File: src/sv/jtl_pkg.sv
// Shared types and constants of the JSON token lexer.
// Used by jtl_ctrl, jtl_dpath and json_token_lexer; depends on nothing.
`default_nettype none
package jtl_pkg;

	localparam int CFG_W          = 64;
	localparam int CFG_IDX_W      = 3;
	localparam int NUM_CFG_REGS   = 8;
	localparam int DEF_KW_SLOTS   = 8;
	localparam int DEF_KW_BYTES   = 8;

	localparam logic [2:0] KIND_END     = 3'd0;
	localparam logic [2:0] KIND_IDENT   = 3'd1;
	localparam logic [2:0] KIND_KEYWORD = 3'd2;
	localparam logic [2:0] KIND_STRING  = 3'd3;
	localparam logic [2:0] KIND_INT     = 3'd4;
	localparam logic [2:0] KIND_REAL    = 3'd5;
	localparam logic [2:0] KIND_SINGLE  = 3'd6;

	localparam logic [7:0] CH_UNDER = 8'h5F;
	localparam logic [7:0] CH_DOLLAR = 8'h24;
	localparam logic [7:0] CH_MINUS = 8'h2D;
	localparam logic [7:0] CH_DOT   = 8'h2E;
	localparam logic [7:0] CH_PLUS  = 8'h2B;
	localparam logic [7:0] CH_LOW_E = 8'h65;
	localparam logic [7:0] CH_UP_E  = 8'h45;
	localparam logic [7:0] CH_LOW_U = 8'h75;
	localparam logic [7:0] CH_QUOTE = 8'h22;
	localparam logic [7:0] CH_BSLASH = 8'h5C;
	localparam logic [7:0] CH_ZERO  = 8'h30;

	typedef struct packed {
		logic [7:0] in_byte;
		logic       at_end;
	} req_t;

	typedef struct packed {
		logic        event_res;
		logic [15:0] text_unit;
		logic [2:0]  token_kind;
		logic [2:0]  keyword_index;
		logic [7:0]  single_char;
		logic        last;
	} res_t;

	typedef enum logic [3:0] {
		M_IDLE, M_IDENT, M_STR, M_ESC, M_UNI, M_MINUS,
		M_ZERO, M_INT, M_FRAC, M_EXPE, M_EXPS, M_EXPD
	} mode_t;

	typedef enum logic [1:0] {
		PH_WAIT, PH_RUN, PH_FLUSH
	} phase_t;

	typedef enum logic [2:0] {
		U_V, U_ESC, U_UNI, U_UNI_NX, U_H0, U_H1
	} unit_sel_t;

	// classes of the value under work and lexer state; the byte classes are low on the end mark, eof is high
	typedef struct packed {
		logic eof;
		logic digit;
		logic zero;
		logic alpha_start;
		logic ident;
		logic space;
		logic quote;
		logic bslash;
		logic minus;
		logic dot;
		logic exp_e;
		logic sign;
		logic esc_u;
		logic hex_ok;
		logic hex_last;
		logic kw_match;
		logic is_real;
		logic last_val;
		logic pend_v;
		logic slot_free;
	} status_t;

	typedef struct packed {
		logic       take;
		logic       emit;
		logic       is_end;
		unit_sel_t  usel;
		logic [2:0] kind;
		logic       sc_minus;
		logic       ident_start;
		logic       ident_add;
		logic       uni_clr;
		logic       uni_add;
		logic       real_clr;
		logic       real_set;
		logic       hold0;
		logic       hold1;
		logic       held_clr;
		logic       rollback;
		logic       advance;
		logic       flush;
	} cmd_t;

endpackage
`default_nettype wire

File: src/sv/jtl_ctrl.sv
// Lexer controller: request phase, lexer mode and emission sub-steps.
// Depends on jtl_pkg; drives jtl_dpath through cmd_t and reads status_t.
`default_nettype none
module jtl_ctrl (
	input  wire              clk,
	input  wire              arst_n,
	input  wire              req_valid,
	output logic             req_ready,
	input  jtl_pkg::status_t st,
	output jtl_pkg::cmd_t    cmd
);
	import jtl_pkg::*;

	phase_t     phase_q, phase_d;
	mode_t      mode_q, mode_d, mode_n;
	logic [1:0] sub_q, sub_d, sub_n;
	cmd_t       a;
	logic       go;

	always_ff @(posedge clk or negedge arst_n) begin
		if (!arst_n) begin
			phase_q <= PH_WAIT;
			mode_q  <= M_IDLE;
			sub_q   <= 2'd0;
		end else begin
			phase_q <= phase_d;
			mode_q  <= mode_d;
			sub_q   <= sub_d;
		end
	end

	// one step of the lexer on the current value
	always_comb begin
		a      = '0;
		mode_n = mode_q;
		sub_n  = sub_q;
		unique case (mode_q)
			M_IDLE: begin
				if (st.eof) begin
					a.emit = 1'b1; a.is_end = 1'b1; a.kind = KIND_END; a.advance = 1'b1;
				end else if (st.space) begin
					a.advance = 1'b1;
				end else if (st.alpha_start) begin
					a.ident_start = 1'b1; a.emit = 1'b1; a.usel = U_V;
					mode_n = M_IDENT; a.advance = 1'b1;
				end else if (st.quote) begin
					mode_n = M_STR; a.advance = 1'b1;
				end else if (st.digit) begin
					a.real_clr = 1'b1; a.emit = 1'b1; a.usel = U_V;
					mode_n = st.zero ? M_ZERO : M_INT; a.advance = 1'b1;
				end else if (st.minus) begin
					a.real_clr = 1'b1; a.emit = 1'b1; a.usel = U_V;
					mode_n = M_MINUS; a.advance = 1'b1;
				end else if (sub_q == 2'd0) begin
					a.emit = 1'b1; a.usel = U_V; sub_n = 2'd1;
				end else begin
					a.emit = 1'b1; a.is_end = 1'b1; a.kind = KIND_SINGLE;
					sub_n = 2'd0; a.advance = 1'b1;
				end
			end
			M_IDENT: begin
				if (st.ident) begin
					a.ident_add = 1'b1; a.emit = 1'b1; a.usel = U_V; a.advance = 1'b1;
				end else begin
					a.emit = 1'b1; a.is_end = 1'b1;
					a.kind = st.kw_match ? KIND_KEYWORD : KIND_IDENT;
					mode_n = M_IDLE;
				end
			end
			M_STR: begin
				if (st.eof) begin
					mode_n = M_IDLE;
				end else if (st.quote) begin
					a.emit = 1'b1; a.is_end = 1'b1; a.kind = KIND_STRING;
					mode_n = M_IDLE; a.advance = 1'b1;
				end else if (st.bslash) begin
					mode_n = M_ESC; a.advance = 1'b1;
				end else begin
					a.emit = 1'b1; a.usel = U_V; a.advance = 1'b1;
				end
			end
			M_ESC: begin
				if (st.eof) begin
					mode_n = M_IDLE;
				end else if (st.esc_u) begin
					a.uni_clr = 1'b1; mode_n = M_UNI; a.advance = 1'b1;
				end else begin
					a.emit = 1'b1; a.usel = U_ESC; mode_n = M_STR; a.advance = 1'b1;
				end
			end
			M_UNI: begin
				if (st.hex_ok) begin
					a.uni_add = 1'b1; a.advance = 1'b1;
					if (st.hex_last) begin
						a.emit = 1'b1; a.usel = U_UNI_NX; mode_n = M_STR;
					end
				end else begin
					// unit ends early, then lex the byte as string content
					a.emit = 1'b1; a.usel = U_UNI; mode_n = M_STR;
				end
			end
			M_MINUS: begin
				if (st.digit) begin
					a.emit = 1'b1; a.usel = U_V; a.advance = 1'b1;
					mode_n = st.zero ? M_ZERO : M_INT;
				end else begin
					a.emit = 1'b1; a.is_end = 1'b1; a.kind = KIND_SINGLE;
					a.sc_minus = 1'b1; mode_n = M_IDLE;
				end
			end
			M_INT: begin
				if (st.digit) begin
					a.emit = 1'b1; a.usel = U_V; a.advance = 1'b1;
				end else begin
					mode_n = M_ZERO;
				end
			end
			M_ZERO, M_FRAC: begin
				if (mode_q == M_ZERO && st.dot) begin
					a.emit = 1'b1; a.usel = U_V; a.real_set = 1'b1;
					mode_n = M_FRAC; a.advance = 1'b1;
				end else if (mode_q == M_FRAC && st.digit) begin
					a.emit = 1'b1; a.usel = U_V; a.advance = 1'b1;
				end else if (st.exp_e) begin
					a.hold0 = 1'b1; mode_n = M_EXPE; a.advance = 1'b1;
				end else begin
					a.emit = 1'b1; a.is_end = 1'b1;
					a.kind = st.is_real ? KIND_REAL : KIND_INT; mode_n = M_IDLE;
				end
			end
			M_EXPE, M_EXPS: begin
				if (st.digit) begin
					a.emit = 1'b1;
					unique case (sub_q)
						2'd0: begin
							a.usel = U_H0;
							sub_n = (mode_q == M_EXPS) ? 2'd1 : 2'd2;
						end
						2'd1: begin
							a.usel = U_H1; sub_n = 2'd2;
						end
						default: begin
							a.usel = U_V; a.real_set = 1'b1; a.held_clr = 1'b1;
							sub_n = 2'd0; mode_n = M_EXPD; a.advance = 1'b1;
						end
					endcase
				end else if (mode_q == M_EXPE && st.sign) begin
					a.hold1 = 1'b1; mode_n = M_EXPS; a.advance = 1'b1;
				end else begin
					// no exponent digit: end the number and replay the held bytes
					a.emit = 1'b1; a.is_end = 1'b1;
					a.kind = st.is_real ? KIND_REAL : KIND_INT;
					mode_n = M_IDLE; a.rollback = 1'b1;
				end
			end
			M_EXPD: begin
				if (st.digit) begin
					a.emit = 1'b1; a.usel = U_V; a.advance = 1'b1;
				end else begin
					a.emit = 1'b1; a.is_end = 1'b1;
					a.kind = st.is_real ? KIND_REAL : KIND_INT; mode_n = M_IDLE;
				end
			end
			default: begin
				mode_n = M_IDLE;
			end
		endcase
	end

	assign go = !(a.emit && st.pend_v && !st.slot_free);

	always_comb begin
		cmd       = '0;
		phase_d   = phase_q;
		mode_d    = mode_q;
		sub_d     = sub_q;
		req_ready = 1'b0;
		unique case (phase_q)
			PH_WAIT: begin
				req_ready = 1'b1;
				if (req_valid) begin
					cmd.take = 1'b1;
					phase_d  = PH_RUN;
				end
			end
			PH_RUN: begin
				if (go) begin
					cmd    = a;
					mode_d = mode_n;
					sub_d  = sub_n;
					if (a.advance && st.last_val) phase_d = PH_FLUSH;
				end
			end
			PH_FLUSH: begin
				if (!st.pend_v) begin
					phase_d = PH_WAIT;
				end else if (st.slot_free) begin
					cmd.flush = 1'b1;
					phase_d   = PH_WAIT;
				end
			end
			default: begin
				phase_d = PH_WAIT;
			end
		endcase
	end

endmodule
`default_nettype wire

File: src/sv/jtl_dpath.sv
// Lexer datapath: value replay, identifier prefix, keyword compare, \u unit,
// pending result and output register. Depends on jtl_pkg; run by jtl_ctrl.
`default_nettype none
module jtl_dpath #(
	parameter int KEYWORD_SLOTS = jtl_pkg::DEF_KW_SLOTS,
	parameter int KEYWORD_BYTES = jtl_pkg::DEF_KW_BYTES
) (
	input  wire                               clk,
	input  wire                               arst_n,
	input  jtl_pkg::req_t                     req_data,
	output jtl_pkg::res_t                     res_data,
	output logic                              res_valid,
	input  wire                               res_ready,
	input  wire                               cfg_we,
	input  wire [jtl_pkg::CFG_IDX_W-1:0]      cfg_index,
	input  wire [jtl_pkg::CFG_W-1:0]          cfg_data,
	input  jtl_pkg::cmd_t                     cmd,
	output jtl_pkg::status_t                  st
);
	import jtl_pkg::*;

	localparam int CNT_W = $clog2(KEYWORD_BYTES + 2);

	logic [CFG_W-1:0] kw_q [KEYWORD_SLOTS];
	req_t             cur_q;
	logic [7:0]       held_q [2];
	logic [1:0]       held_cnt_q, hc_q, pos_q;
	logic [CFG_W-1:0] prefix_q;
	logic [CNT_W-1:0] icnt_q;
	logic [15:0]      uni_q;
	logic [1:0]       hex_q;
	logic             real_q;
	res_t             pend_q, out_q;
	logic             pend_v_q, out_v_q;

	logic [7:0]  v;
	logic        v_eof, alpha, dig;
	logic [3:0]  hexv;
	logic        hex_ok;
	logic [7:0]  esc;
	logic        kw_hit;
	logic [2:0]  kw_idx;
	logic        slot_free, push;
	res_t        new_res;
	res_t        push_res;

	// replay held bytes first, then the accepted value
	always_comb begin
		if (pos_q < hc_q) begin
			v     = held_q[pos_q[0]];
			v_eof = 1'b0;
		end else begin
			v     = cur_q.in_byte;
			v_eof = cur_q.at_end;
		end
	end

	assign alpha = (v >= 8'h61 && v <= 8'h7A) || (v >= 8'h41 && v <= 8'h5A);
	assign dig   = (v >= 8'h30 && v <= 8'h39);

	always_comb begin
		hex_ok = 1'b1;
		hexv   = 4'd0;
		if (dig) hexv = v[3:0];
		else if (v >= 8'h61 && v <= 8'h66) hexv = 4'(v - 8'h57);
		else if (v >= 8'h41 && v <= 8'h46) hexv = 4'(v - 8'h37);
		else hex_ok = 1'b0;
	end

	always_comb begin
		unique case (v)
			8'h62:   esc = 8'd8;
			8'h66:   esc = 8'd12;
			8'h6E:   esc = 8'd10;
			8'h72:   esc = 8'd13;
			8'h74:   esc = 8'd9;
			default: esc = v;
		endcase
	end

	// lowest matching slot wins
	always_comb begin
		kw_hit = 1'b0;
		kw_idx = 3'd0;
		for (int i = KEYWORD_SLOTS - 1; i >= 0; i--) begin
			if (kw_q[i] != '0 && kw_q[i] == prefix_q) begin
				kw_hit = 1'b1;
				kw_idx = 3'(i);
			end
		end
	end

	always_comb begin
		st             = '0;
		st.eof         = v_eof;
		st.digit       = !v_eof && dig;
		st.zero        = !v_eof && v == CH_ZERO;
		st.alpha_start = !v_eof && (alpha || v == CH_UNDER || v == CH_DOLLAR);
		st.ident       = !v_eof && (alpha || dig || v == CH_UNDER || v == CH_DOLLAR);
		st.space       = !v_eof && (v == 8'h20 || (v >= 8'd9 && v <= 8'd13));
		st.quote       = !v_eof && v == CH_QUOTE;
		st.bslash      = !v_eof && v == CH_BSLASH;
		st.minus       = !v_eof && v == CH_MINUS;
		st.dot         = !v_eof && v == CH_DOT;
		st.exp_e       = !v_eof && (v == CH_LOW_E || v == CH_UP_E);
		st.sign        = !v_eof && (v == CH_PLUS || v == CH_MINUS);
		st.esc_u       = !v_eof && v == CH_LOW_U;
		st.hex_ok      = !v_eof && hex_ok;
		st.hex_last    = hex_q == 2'd3;
		st.kw_match    = kw_hit && icnt_q <= CNT_W'(KEYWORD_BYTES);
		st.is_real     = real_q;
		st.last_val    = pos_q == hc_q;
		st.pend_v      = pend_v_q;
		st.slot_free   = slot_free;
	end

	always_comb begin
		new_res = '0;
		if (cmd.is_end) begin
			new_res.event_res  = 1'b1;
			new_res.token_kind = cmd.kind;
			if (cmd.kind == KIND_KEYWORD) new_res.keyword_index = kw_idx;
			if (cmd.kind == KIND_SINGLE) new_res.single_char = cmd.sc_minus ? CH_MINUS : v;
		end else begin
			unique case (cmd.usel)
				U_V:      new_res.text_unit = {8'h00, v};
				U_ESC:    new_res.text_unit = {8'h00, esc};
				U_UNI:    new_res.text_unit = uni_q;
				U_UNI_NX: new_res.text_unit = {uni_q[11:0], hexv};
				U_H0:     new_res.text_unit = {8'h00, held_q[0]};
				U_H1:     new_res.text_unit = {8'h00, held_q[1]};
				default:  new_res.text_unit = 16'h0000;
			endcase
		end
	end

	// flag last only on the flush of the final pending result
	always_comb begin
		push_res      = pend_q;
		push_res.last = cmd.flush;
	end

	assign slot_free = !out_v_q || res_ready;
	assign push      = pend_v_q && (cmd.emit || cmd.flush);

	always_ff @(posedge clk or negedge arst_n) begin
		if (!arst_n) begin
			for (int i = 0; i < KEYWORD_SLOTS; i++) kw_q[i] <= '0;
			held_cnt_q <= 2'd0;
			hc_q       <= 2'd0;
			pos_q      <= 2'd0;
			icnt_q     <= '0;
			hex_q      <= 2'd0;
			real_q     <= 1'b0;
			pend_v_q   <= 1'b0;
			out_v_q    <= 1'b0;
		end else begin
			for (int i = 0; i < KEYWORD_SLOTS; i++) begin
				if (cfg_we && cfg_index == CFG_IDX_W'(i)) kw_q[i] <= cfg_data;
			end
			if (cmd.take) begin
				pos_q <= 2'd0;
				hc_q  <= 2'd0;
			end else if (cmd.rollback) begin
				pos_q      <= 2'd0;
				hc_q       <= held_cnt_q;
				held_cnt_q <= 2'd0;
			end else if (cmd.advance) begin
				pos_q <= pos_q + 2'd1;
			end
			if (cmd.hold0) held_cnt_q <= 2'd1;
			if (cmd.hold1) held_cnt_q <= 2'd2;
			if (cmd.held_clr) held_cnt_q <= 2'd0;
			if (cmd.ident_start) icnt_q <= CNT_W'(1);
			else if (cmd.ident_add && icnt_q <= CNT_W'(KEYWORD_BYTES)) icnt_q <= icnt_q + 1'b1;
			if (cmd.uni_clr) hex_q <= 2'd0;
			else if (cmd.uni_add) hex_q <= hex_q + 2'd1;
			if (cmd.real_clr) real_q <= 1'b0;
			else if (cmd.real_set) real_q <= 1'b1;
			if (cmd.emit) pend_v_q <= 1'b1;
			else if (cmd.flush) pend_v_q <= 1'b0;
			if (push) out_v_q <= 1'b1;
			else if (res_ready) out_v_q <= 1'b0;
		end
	end

	always_ff @(posedge clk) begin
		if (cmd.take) cur_q <= req_data;
		if (cmd.hold0) held_q[0] <= v;
		if (cmd.hold1) held_q[1] <= v;
		if (cmd.ident_start) begin
			prefix_q <= {{(CFG_W-8){1'b0}}, v};
		end else if (cmd.ident_add) begin
			for (int k = 0; k < KEYWORD_BYTES; k++) begin
				if (icnt_q == CNT_W'(k)) prefix_q[8*k +: 8] <= v;
			end
		end
		if (cmd.uni_clr) uni_q <= 16'h0000;
		else if (cmd.uni_add) uni_q <= {uni_q[11:0], hexv};
		if (cmd.emit) pend_q <= new_res;
		if (push) out_q <= push_res;
	end

	assign res_data  = out_q;
	assign res_valid = out_v_q;

`ifndef SYNTHESIS
	a_push_room: assert property (@(posedge clk) disable iff (!arst_n) push |-> slot_free)
		else $error("pending result moved into a full output register");
	a_pos_range: assert property (@(posedge clk) disable iff (!arst_n)
		pos_q <= hc_q + 2'd1 && hc_q <= 2'd2 && held_cnt_q <= 2'd2)
		else $error("replay position out of range");
	a_flush_done: assert property (@(posedge clk) disable iff (!arst_n)
		cmd.flush |=> !pend_v_q && out_v_q && out_q.last)
		else $error("final result not delivered with last");
	a_take_clean: assert property (@(posedge clk) disable iff (!arst_n)
		cmd.take |-> !pend_v_q)
		else $error("new request taken with a result still pending");
`endif

endmodule
`default_nettype wire

File: src/sv/json_token_lexer.sv
// Top level of the JSON token lexer: joins controller and datapath.
// Depends on jtl_pkg, jtl_ctrl and jtl_dpath.
//
// One request carries a source byte or an end mark; it yields zero to seven
// results (text code units and token-end events), the final one flagged last.
// The controller does one lexer step per cycle, but output backpressure
// stalls the step that needs the output register; each step moves at most
// one result into a one-deep pending register before the output register.
// A request is accepted, then lexed in steps (a byte that ends a token
// without being part of it is stepped again, and up to two held bytes are
// replayed when an exponent is dropped); its last result is then output.
// Keyword registers are written via cfg_we/cfg_index/cfg_data. The user
// must write them only while idle; the block itself does not enforce it.
`default_nettype none
module json_token_lexer #(
	parameter int KEYWORD_SLOTS = jtl_pkg::DEF_KW_SLOTS,
	parameter int KEYWORD_BYTES = jtl_pkg::DEF_KW_BYTES
) (
	input  wire                          clk,
	input  wire                          arst_n,
	input  wire                          req_valid,
	output logic                         req_ready,
	input  jtl_pkg::req_t                req_data,
	output logic                         res_valid,
	input  wire                          res_ready,
	output jtl_pkg::res_t                res_data,
	input  wire                          cfg_we,
	input  wire [jtl_pkg::CFG_IDX_W-1:0] cfg_index,
	input  wire [jtl_pkg::CFG_W-1:0]     cfg_data
);
	import jtl_pkg::*;

	cmd_t    cmd;
	status_t st;

	jtl_ctrl u_ctrl (
		.clk       (clk),
		.arst_n    (arst_n),
		.req_valid (req_valid),
		.req_ready (req_ready),
		.st        (st),
		.cmd       (cmd)
	);

	jtl_dpath #(
		.KEYWORD_SLOTS (KEYWORD_SLOTS),
		.KEYWORD_BYTES (KEYWORD_BYTES)
	) u_dpath (
		.clk       (clk),
		.arst_n    (arst_n),
		.req_data  (req_data),
		.res_data  (res_data),
		.res_valid (res_valid),
		.res_ready (res_ready),
		.cfg_we    (cfg_we),
		.cfg_index (cfg_index),
		.cfg_data  (cfg_data),
		.cmd       (cmd),
		.st        (st)
	);

endmodule
`default_nettype wire
File: config.mk
export PLATFORM = sky130hd
export DESIGN_NAME = json_token_lexer
export DESIGN_NICKNAME = d
export VERILOG_FILES = /design/src/sv/jtl_pkg.sv /design/src/sv/jtl_ctrl.sv /design/src/sv/jtl_dpath.sv /design/src/sv/json_token_lexer.sv
export SDC_FILE = /design/constraint.sdc
export NUM_CORES = 1
export LEC_CHECK = 0
export ABC_AREA = 1
export BUFFER_PORTS_ARGS = -buffer_cell sky130_fd_sc_hd__buf_2
export CORE_UTILIZATION = 26
export CTS_CLUSTER_DIAMETER = 200
export DETAILED_ROUTE_END_ITERATION = 8
export PLACE_DENSITY_LB_ADDON = 0.08
export SYNTH_ARGS = -nofsm -noshare
export SYNTH_HDL_FRONTEND = slang
export SYNTH_SLANG_ARGS = --single-unit
File: constraint.sdc
create_clock -name clk -period 9.5 [get_ports clk]
set_input_delay 0.475 -clock clk [delete_from_list [all_inputs] [get_ports clk]]
set_output_delay 0.475 -clock clk [all_outputs]
set_load 0.05 [all_outputs]
Word level (Yosys, flattened, before mapping)
Memory sizes are Yosys's and may differ from the RTL's.
Index checks and enable logic that the tools add are counted.
{ "op_classes": {"reduce_logical": 108, "magnitude_cmp": 12, "n_bitwise": 4, "add_sub_neg": 5, "muxes": 209, "eq_ne": 82} }
{ "ops": {"columns": ["op", "n"], "rows": [
  ["$eq A64 B64 Y1", 8],
  ["$reduce_bool A64 Y1", 8],
  ["$mux W4", 28],
  ["$mux W8", 12],
  ["$pmux W16 S6", 1],
  ["$mux W1", 95],
  ["$eq A8 B7 Y1 const B", 10],
  ["$mux W2", 34],
  ["$mux W3", 22],
  ["$eq A8 B6 Y1 const B", 7],
  ["$logic_and A1 B1 Y1", 44],
  ["$pmux W4 S10", 1],
  ["$pmux W8 S5", 1],
  ["$eq A4 B3 Y1 const B", 8],
  ["$le A8 B7 Y1 const B", 4],
  ["$ne A2 B2 Y1 const B", 11],
  ["$eq A3 B3 Y1 const B", 7],
  ["$mux W21", 1],
  ["$pmux W3 S7", 1],
  ["$mux W20", 1],
  ["$reduce_and A2 Y1", 10],
  ["$reduce_bool A2 Y1", 9],
  ["$eq A4 B2 Y1 const B", 4],
  ["$eq A4 B4 Y1 const B", 4],
  ["other kinds (47)", 89]
]} }
{ "word_totals": {"output_inout_bits": 34, "register_bits": 687, "elab_cells": 465, "ram_bits": 16, "inputBits": 81, "mem_count": 1} }
{ "mem_list": {"columns": ["memory", "words", "word_bits", "read_ports", "rd_clocked_by_memory_dff", "write_ports", "line", "source"], "rows": [
  ["u_dpath.held_q", 2, 8, 3, 0, 1, "jtl_dpath.sv:26", "logic [7:0] held_q [2];"]
]} }

Logic depth before layout (Yosys ltp)
Gate-level depths: netlist of run 1.
{ "logic_depth": {"word_depth": 25, "depth_mapped": 30, "depth_no_buf": 28} }

Modules after synthesis
From an unflattened synthesis of run 1, not the netlist that was laid out.
{ "hier_totals": {"hier_cells": 4469, "area_unflattened_um2": 35570.4} }
{ "modules_own_cells": {"columns": ["mod", "cells_each", "n_inst", "area_each_um2", "seq_area_each_um2"], "rows": [
  ["jtl_dpath", 4241, 1, 34381.7, 17511.8],
  ["jtl_ctrl", 228, 1, 1188.6, 200.2]
]} }

Least setup slack after synthesis of run 1
Ideal clock, no wire load.
{ "synth_timing": {"path_kind": "reg-to-reg", "from": "register u_dpath.pos_q[1]", "to": "register u_dpath.out_q (netlist bit u_dpath.res_data[0]) (enable)", "stages_incl_launch_ff": 23, "arrival_time_ns": 5.296, "t_required_ns": 9.078, "slack_ns": 3.782, "synth_period_minus_slack_ns": 5.718, "n_path_buf": 2, "setup_time_ns": 0.422, "path_cell_list": "dfrtp_1 -> ha_1 -> nand2_1 -> nand2_4 -> buf_8 -> o21ai_2 -> clkbuf_1 -> ha_1 -> inv_1 -> nor3_1 -> nand2_1 -> nor2_2 -> nor3_2 -> nor2_4 -> nand2_4 -> nand2_8 -> nand2_8 -> inv_4 -> nand2_1 -> inv_1 -> or2_1 -> inv_1 -> nor2_1"} }
{ "synth_rtl": {"columns": ["item", "line", "source"], "rows": [
  ["start: declaration", "jtl_dpath.sv:27", "logic [1:0] held_cnt_q, hc_q, pos_q;"],
  ["start signal: assignment", "jtl_dpath.sv:169", "pos_q <= pos_q + 2'd1;"],
  ["end signal: assignment", "jtl_dpath.sv:201", "if (push) out_q <= push_res;"],
  ["end: declaration", "jtl_dpath.sv:33", "res_t pend_q, out_q;"]
]} }

==> impl_metrics.ini, run 1 <==
[status]
status = completed

[placement]
port_buffers = 114
gp_congestion = 1.074
dp.cells = 5751
dpl.hpwl_um = 152700

[synth]
synthesis.area_um2 = 34780
syn-num-nets = 4146
synth-edff-count = 96
syn_inst = 4053
yosys.area_share.simple = 0.2084
synth.area.mux_share = 0
synth-xor-area-share = 0.08914
async_flop_share = 0.7610
syn_area_per_cell_um2 = 8.582
synth_top_family_by_area = simple AND/OR/NAND/NOR gates
synth_cell_types = 55
synth_flop_cell = dfrtp_1
ys_warn_count = 0
yosys_register_bits = 703
synth_compound_area_frac = 0.1308
synth_fa_ha_area_frac = 0.004317
yosysSeqAreaShare = 0.5092

[worst_setup_path]
crit_required_ns = 9.84
r2r_setup_slack_ns = 3.52
r2r-end = u_dpath.res_data[27]
cp_top_family = simple AND/OR/NAND/NOR gates
worst-path-buf-inv = 8
cpMaxStageDelayCell = o21ai_2
arrival_ns = 6.32
end_kind = register
r2r-start = u_dpath.pos_q[0]
cpMostUsedCell = inv_1
path_depth = 27
cpPeakStageDelay_ns = 0.79
path_class = register to register
cp_max_fo = 32
crit_start = u_dpath.pos_q[0]
r2r_cells = 27
start_kind = register

[sta]
slew_headroom = 0.1549
skew_ns = 0.02479
post-route-period-util = 0.6294
worst_slew_pin_slew_ns = 1.263
finalHoldViolations = 0
drv_slew = 0
finalSetupTns_ns = 0
fin_crit_ns = 5.979
rsz0062_at_grt = no
setup_viol = 0
fmax_mhz = 167.2

[clock_network]
cts_tree = yes
cts_htree_levels = 3
cts_hold_buf = 44
clk_latency_ns = 0.73
max-clock-path-buffers = 3
clkTransAtPathRegs_ns = 0.06
post_cts_resized = 0
post-cts-setup-buffers = 0
cts_buffers = 90
cts.sinks = 703
cts-root-buf = clkbuf_16

[global_routing]
track_usage = 0.2825
grt_pass1_wl_um = 260500
grt_pass1_vias = 29497
grt_max_degree = 145
grt_antenna_before_repair = 11
grt.overflow.total = 0

[run]
maxCapViolCount = 0

[die]
die_x_um = 367.8
num_io_pins = 115
initial_utilization = 0.2632
die_area_um2 = 135200
design.core.area_um2 = 132100
rows = 133
die_h_um = 367.8

[pwr]
power_frac_clock = 0.269
pwr-share-comb = 0.357
seqPwrFrac = 0.374
finalPower_w = 0.01347
internal-power_w = 0.007294
powerDensity_nw_per_um2 = 331.8
ir_worst_vdd_v = 0.0001227
p_sw_w = 0.006180
p_leak_nw = 17.53
p_sw_frac = 0.4587

[drt]
drt-wirelength-per-cell_um = 32.46
vias_per_cell = 5.165
drt_iter0_drc = 3639
vias = 30781
routed_wl_um = 193400
ant_nets = 0
route.detailed.drc = 0
first_pass_iters = 7

[cells_and_area]
syn_to_final_growth_pct = 16.75
final_cells = 5959
nets = 4225
layout_common_cells = nand2_1 (894), o21ai_0 (615), dfrtp_1 (535), inv_1 (299), nor2_1 (261)
nFillCells = 14195
final_common_cell = nand2_1
post-route-util = 0.3073
drive_gt1_frac = 0.09232

[worst_hold_path]
worst_hold_path.num_cells = 3
whs_endpoint = u_dpath.kw_q[53]
min_from = cfg_data[53]
worst_hold_path_type = input port to register
[power groups by stage]
stage          combinational (W)  clock [W]  sequential (W)
4_1_cts                  0.00469    0.00370         0.00501
3_3_place_gp             0.00470          0         0.00506
3_5_place_dp             0.00466          0         0.00505
2_1_floorplan            0.00261          0         0.00456
5_1_grt                  0.00503    0.00380         0.00507
6_report                 0.00481    0.00362         0.00504
[routing by layer]
| metal | part of all wire | GRT usage | vias up |
|---|---|---|---|
| met3 | 0.072 | 0.05657 | 248 |
| met5 | 0.00029 | 0 | - |
| met1 | 0.46 | 0.4007 | 15607 |
| li1 | - | - | 13721 |
| met2 | 0.42 | 0.4170 | 1197 |
| met4 | 0.043 | 0.1147 | 8 |
[logic make-up (layout without fill, tap and decap cells)]
kind of cell	count (synthesis)	after routing
adders and majority gates	12	12
AOI/OAI and AO/OA	847	847
and+or+nand+nor	1619	1619
other	0	1
DFF	703	703
xor gates and xnor gates	354	354
buffers and inverters	518	668
[Yosys cell counts, drive strengths merged (2+ instances only)]
master  instances  area, µm²
dfxtp          72       1441
a211oi         10      75.07
a21oi          92      471.7
edfxtp         96       2883
clkinv          3      11.26
buf            26      172.7
nand4         125      788.3
ha             12      150.1
nand3b          6      45.04
nand2         918       3538
and3            6      37.54
dfrtp         535      13390
o31ai           2      15.01
inv           311       1170
nand3          91      535.5
nor2          283       1156
xor2          108      945.9
nor4          132      825.8
o21a           26      195.2
and2            3      18.77
a22o           19      166.4
nor3           47      250.2
xnor2         246       2155
o211ai          3      22.52
clkbuf        178      668.1
o22ai          58      362.9
a31oi           5      31.28
o21ai         629       3186
or2             6      37.54
[state kept, by name, indices dropped and copies added, names as in the netlist, 4 cells and up]
register / count
u_dpath.pend_q: 31
u_dpath.res_data: 32
u_dpath.icnt_q: 4
u_ctrl.mode_q: 4
u_dpath.cur_q: 9
u_dpath.uni_q: 16
u_dpath.prefix_q: 64
u_dpath.held_q: 16
u_dpath.kw_q: 512
[worst reg2reg max path: stages, from the launching register on]
cell and delay (ns):
dfrtp_1 0.56, inv_2 0.23, ha_1 0.17, inv_1 0.06
nand2_1 0.10, nand2_4 0.17, o21ai_2 0.79, inv_2 0.27
ha_1 0.34, nor2_1 0.16, inv_1 0.06, nor2_1 0.13
nor2_2 0.08, nand2_4 0.11, nor2_4 0.08, nand2_2 0.09
nand4_2 0.13, nor2_4 0.14, nand2_4 0.09, nand2_8 0.13
nand2_8 0.11, inv_4 0.14, nand2_1 0.12, inv_1 0.08
buf_4 0.36, or2_1 0.16, inv_1 0.07, nor2_4 0.65
[cell type report]
class                   instances  area [µm²]  area share
clock buffers                 120        2537     0.06249
multi-input cells            2832       15150      0.3731
repair buffers                191        1306     0.03217
flip-flops and latches        703       17710      0.4362
clock inverters                43       520.5     0.01282
inverters                     314        1181     0.02909
well taps                    1755        2196     0.05408
diodes                          1       2.502  0.00006163
[stage by stage]
| step | area [µm²] | worst slack, ns | hold slack [ns] |
|---|---|---|---|
| finish | 40610 | 3.521 | 0.03747 |
| global route | 40600 | 2.987 | 0.04289 |
| CTS | 40600 | 3.396 | 0.001719 |
| detailed placement | 37110 | 3.421 | 0.4045 |
| global placement | 37110 | 3.400 | 0.4051 |
| floorplan | 34780 | 3.782 | 0.1794 |
[how the worst max path moves through the flow]
stage / endpoint
final: u_dpath.res_data[27]
after global routing: u_dpath.res_data[27]
after CTS: u_dpath.res_data[27]
after detailed placement: u_dpath.res_data[11]
after global placement: u_dpath.res_data[11]
after floorplan: u_dpath.res_data[0]
No activity file was read; power rests on OpenSTA's default activity.
==> run 2: changes to the inputs <==
- ABC_AREA: 1 -> 0
- clock period: 9.5 -> 6.11 ns (I/O delays scaled with it)
==> impl_metrics.ini, run 2 <==
[synth]
synthTopCellsByCount = dfrtp_1 (535), mux2_2 (518), xor2_1 (449), nor4_1 (258), clkbuf_1 (152)
synth_cell_types = 90
synth_flop_cell = dfrtp_1
synth_top_area_share = 0.3749
async_flop_share = 0.7610
synth_most_common_cell = dfrtp_1
yosysSeqAreaShare = 0.4960
syn_area_per_cell_um2 = 11.75
syn_inst = 3040
synth_largest_area_cell = dfrtp_1
syn-num-nets = 3133
synth-edff-count = 96
synthesis.area_um2 = 35710
synthTopCellsByArea = dfrtp_1 (37%), mux2_2 (16%), xor2_1 (11%)
ys_warn_count = 0
yosys_register_bits = 703

[sta]
setup_viol = 0
post-route-period-util = 0.8756
holdWs_ns = 0.04698
fmax_mhz = 186.9
fin_crit_ns = 5.350
timing.final.ws_setup_ns = 0.7604
slew_headroom = 0.08354
finalSetupTns_ns = 0
drv_slew = 0
finalHoldViolations = 0
skew_ns = 0.02814
rsz0062_at_grt = no
worst_slew_pin_slew_ns = 1.362

[pwr]
ir_worst_vdd_v = 0.0002589
p_leak_nw = 17.44
powerDensity_nw_per_um2 = 444.2

[cells_and_area]
final_common_cell = dfrtp_1
nets = 3303
drive_gt1_frac = 0.2758
largest_reg_flops = 512
design_area_um2 = 42130
post-route-util = 0.3102
nFillCells = 13973
syn_to_final_growth_pct = 17.96
layout_common_cells = dfrtp_1 (535), mux2_2 (518), xor2_1 (449), nor4_1 (255), buf_2 (113)
multi_input_area_um2 = 17210
top_register = u_dpath.kw_q
area.sequential_um2 = 17710

[worst_setup_path]
cp_max_fo = 15
arrival_ns = 5.90
r2r_cells = 16
r2r_setup_slack_ns = 0.76
path_class = register to register
start_kind = register
crit_required_ns = 6.66
end_kind = register

[drt]
routed_wl_um = 186000
vias_per_cell = 5.419
drt-wirelength-per-cell_um = 36.70
first_pass_iters = 6
ant_nets = 0
vias = 27467
route.detailed.drc = 0
drt_iter0_drc = 2758

[status]
status = completed

[worst_hold_path]
worst_hold_path.num_cells = 2
worst_hold_path_type = input port to register

[clock_network]
cts.sinks = 703
cts_htree_levels = 3
cts_tree = yes
clkTransAtPathRegs_ns = 0.06
max-clock-path-buffers = 3
cts_buffers = 88
post-cts-setup-buffers = 0
clk_latency_ns = 0.71
cts-root-buf = clkbuf_16

[placement]
placed_cell_area_um2 = 38610
dpl.hpwl_um = 147100
place_ws_ns = 0.9121
port_buffers = 114
gp_congestion = 1.008

[die]
initial_utilization = 0.2630
design.core.area_um2 = 135800
die_area_um2 = 138800
die_h_um = 372.6
rows = 135
num_io_pins = 115
die_x_um = 372.6

[run]
maxCapViolCount = 0

[global_routing]
grt.overflow.total = 0
grt_antenna_before_repair = 13
grt_pass1_wl_um = 251300
track_usage = 0.2647
grt_pass1_vias = 27516
grt_max_degree = 159
[run 2: cell types whose count changed in the layout (fill, tap and decap cells not counted), sizes merged, moves of 19 or more]
cell,before,now
nor4,132,258
buf,147,211
xor2,108,449
o21ai,629,86
nand4,125,86
xnor2,246,65
mux2,0,522
o22ai,58,6
inv,317,30
nor2,283,65
nand2,918,74
o21a,26,7
mux2i,0,32
[run 2: what timing repair did]
| item | CTS | global route |
|---|---|---|
| hold buffers | 49 | 0 |
| gates resized for setup | 0 | 0 |
| endpoints found under the hold margin | 353 | 0 |
[run 2: per-layer routing]
layer / vias to the layer above / global-route usage / part of all wire
met3: 231 / 0.03650 / 0.059
met1: 14597 / 0.3697 / 0.45
li1: 11559 / - / -
met2: 1070 / 0.4063 / 0.44
met5: - / 0 / 0.00034
met4: 10 / 0.1154 / 0.047
[run 2: report_power, final]
part / total (W) / switching (W) / internal [W]
clock network: 0.00549 / 0.00227 / 0.00322
logic: 0.00575 / 0.00394 / 0.00181
registers: 0.00747 / 0.00149 / 0.00598
[run 2: worst paths after layout]
path	from	endpoint
min	cfg_data[40]	u_dpath.kw_q[360]
max reg2reg	u_dpath.pos_q[0]	u_dpath.pend_q[16]
max in group asynchronous	arst_n	u_dpath.kw_q[267]
min in group asynchronous	arst_n	u_dpath.kw_q[287]
min reg2reg	u_dpath.pend_q[17]	u_dpath.res_data[17]
max	u_dpath.pos_q[0]	u_dpath.pend_q[16]
[run 2: critical path, stage by stage, from the launching register on]
cell      delay, ns
dfrtp_1        0.39
inv_1          0.18
ha_1           0.20
nand2b_1       0.15
nand2_1        0.22
o21ai_2        0.39
inv_1          0.18
ha_1           0.28
nand2b_1       0.16
nor4_1         0.08
o221ai_1       0.27
nand2_1        0.14
o22ai_1        0.56
a221o_1        0.74
nand2_1        0.44
or4_1          0.58
a41oi_1        0.21
[run 2: cell families (layout without fill, tap and decap cells)]
kind of cell | Yosys count | in the layout | share of synthesized area
other cells | 0 | 3 | 0
compound gates | 335 | 335 | 0.06212
simple gates | 712 | 712 | 0.1141
flops | 703 | 703 | 0.4960
xor+xnor | 514 | 514 | 0.1261
buf+inv | 210 | 455 | 0.02379
mux | 554 | 554 | 0.1738
fa+ha+maj | 12 | 12 | 0.004204
[run 2: layout make-up]
class                      instances  share of cell area
multi-input combinational       2127              0.4086
timing repair buffer             260             0.04360
clock inverter                    42             0.01307
antenna                            3           0.0001782
clock buffer                     123             0.05848
tap                             1781             0.05290
sequential                       703              0.4205
inverter                          30            0.002673
[run 2: stage by stage]
step / power, W / std cells
2_1_floorplan: 0.01002 / 3040
6_report: 0.01871 / 5069
3_3_place_gp: 0.01317 / 4852
4_1_cts: 0.01876 / 5066
5_1_grt: 0.01933 / 5066
3_5_place_dp: 0.01316 / 4852
==> run 3: changes to the inputs <==
==> constraint.sdc (replaced) <==
create_clock -name clk -period 6.11 [get_ports clk]
set_input_delay 1.222 -clock clk [delete_from_list [all_inputs] [get_ports clk]]
set_output_delay 1.222 -clock clk [all_outputs]
set_load 0.05 [all_outputs]
==> impl_metrics.ini, run 3 (synthesis results as in run 2) <==
[clock_network]
clk_latency_ns = 0.73
clkTransAtPathRegs_ns = 0.06
cts_tree = yes
cts_buffers = 87
cts_hold_buf = 0
max-clock-path-buffers = 3
cts.sinks = 703
post_cts_resized = 0
post-cts-setup-buffers = 0
cts-root-buf = clkbuf_16
cts_htree_levels = 3

[sta]
finalSetupTns_ns = 0
fin_crit_ns = 5.524
skew_ns = 0.03923
post-route-period-util = 0.9042
fmax_mhz = 181.0
rsz0062_at_grt = no
finalHoldViolations = 0
worst_slew_pin_slew_ns = 1.346
setup_viol = 0
holdWs_ns = 0.4043
drv_slew = 0
slew_headroom = 0.09544

[pwr]
p_sw_w = 0.007635
pwr-share-comb = 0.304
p_sw_frac = 0.4114
power_frac_clock = 0.292
p_leak_nw = 17.20
ir_worst_vdd_v = 0.0002459
internal-power_w = 0.01092
powerDensity_nw_per_um2 = 446.2
seqPwrFrac = 0.405

[worst_setup_path]
cp_max_fo = 9
start_kind = register
path_class = register to register
arrival_ns = 6.04
crit_required_ns = 6.63
end_kind = register

[status]
status = completed

[drt]
vias_per_cell = 5.442
route.detailed.drc = 0
drt-wirelength-per-cell_um = 36.73
ant_nets = 0
first_pass_iters = 6
vias = 27243
drt_iter0_drc = 2762
routed_wl_um = 183900

[global_routing]
grt_max_degree = 146
grt_pass1_wl_um = 247400
grt_antenna_before_repair = 11
grt.overflow.total = 0
track_usage = 0.2605
grt_pass1_vias = 26903

[die]
die_x_um = 372.6
die_h_um = 372.6
num_io_pins = 115
rows = 135
die_area_um2 = 138800
initial_utilization = 0.2630
design.core.area_um2 = 135800

[run]
maxCapViolCount = 0

[placement]
placed_cell_area_um2 = 38620
dpl.hpwl_um = 145300
port_buffers = 114
gp_congestion = 1.025

[cells_and_area]
largest_reg_flops = 512
final_common_cell = dfrtp_1
antenna_cells = 0
syn_to_final_growth_pct = 16.46
design_area_um2 = 41590
top_register = u_dpath.kw_q
post-route-util = 0.3062
nets = 3251
layout_common_cells = dfrtp_1 (535), mux2_2 (518), xor2_1 (449), nor4_1 (255), buf_2 (113)
drive_gt1_frac = 0.2800

[worst_hold_path]
worst_hold_path_type = register to register
==> run 3: critical path, stage by stage (launching register included) <==
cell	delay [ns]
dfxtp_1	0.30
buf_4	0.19
xnor2_1	0.91
nand4_1	0.30
nor4_1	0.84
nand3_1	0.41
o2bb2a_1	0.48
a41oi_1	0.66
a41oi_1	0.35
nand3b_1	0.47
nor3_1	0.39
==> run 3: worst paths after layout <==
| kind | cells after the start | slack (ns) | startpoint | endpoint |
|---|---|---|---|---|
| worst max register to register | 10 | 0.59 | u_dpath.prefix_q[15] | u_dpath.pend_q[2] |
| max in group asynchronous | 2 | 4.24 | arst_n | u_dpath.kw_q[498] |
| worst max-delay path | 10 | 0.59 | u_dpath.prefix_q[15] | u_dpath.pend_q[2] |
| worst min-delay path | 0 | 0.40 | u_dpath.pend_q[20] | u_dpath.res_data[20] |
| worst min register to register | 0 | 0.40 | u_dpath.pend_q[20] | u_dpath.res_data[20] |
| min in group asynchronous | 1 | 0.54 | arst_n | u_dpath.kw_q[348] |
==> run 3: routing by layer <==
| metal | GRT usage | part of all wire | up-vias | routed length (µm) |
|---|---|---|---|---|
| li1 | - | - | 11451 | - |
| met1 | 0.3661 | 0.46 | 14541 | 84610 |
| met2 | 0.4001 | 0.44 | 1056 | 81810 |
| met3 | 0.03945 | 0.056 | 191 | 10260 |
| met4 | 0.1008 | 0.039 | 4 | 7185 |
| met5 | 0 | 0.00015 | - | 27 |
==> run 3: per-stage QoR <==
step	power (W)	instances	setup WS, ns
finish	0.01856	5006	0.5856
global placement	0.01310	4849	0.2663
floorplan	0.01002	3040	0.1872
CTS	0.01858	5005	0.5684
global route	0.01913	5006	0.2092
detailed placement	0.01308	4849	0.6177
==> run 3: power by group through the flow <==
stage / Clock, W / Combinational (W) / Sequential (W)
3_5_place_dp: 0 / 0.00552 / 0.00756
6_report: 0.00541 / 0.00563 / 0.00751
4_1_cts: 0.00555 / 0.00555 / 0.00748
5_1_grt: 0.00570 / 0.00583 / 0.00760
3_3_place_gp: 0 / 0.00555 / 0.00754
2_1_floorplan: 0 / 0.00291 / 0.00712
==> run 3: final cells by class <==
class                   instances  area, µm²
flip-flops and latches        703      17710
repair buffers                209       1356
well taps                    1781       2228
inverters                      30      112.6
clock buffers                 114       2421
multi-input cells            2127      17220
fillers                     13994      94220
clock inverters                42      540.5
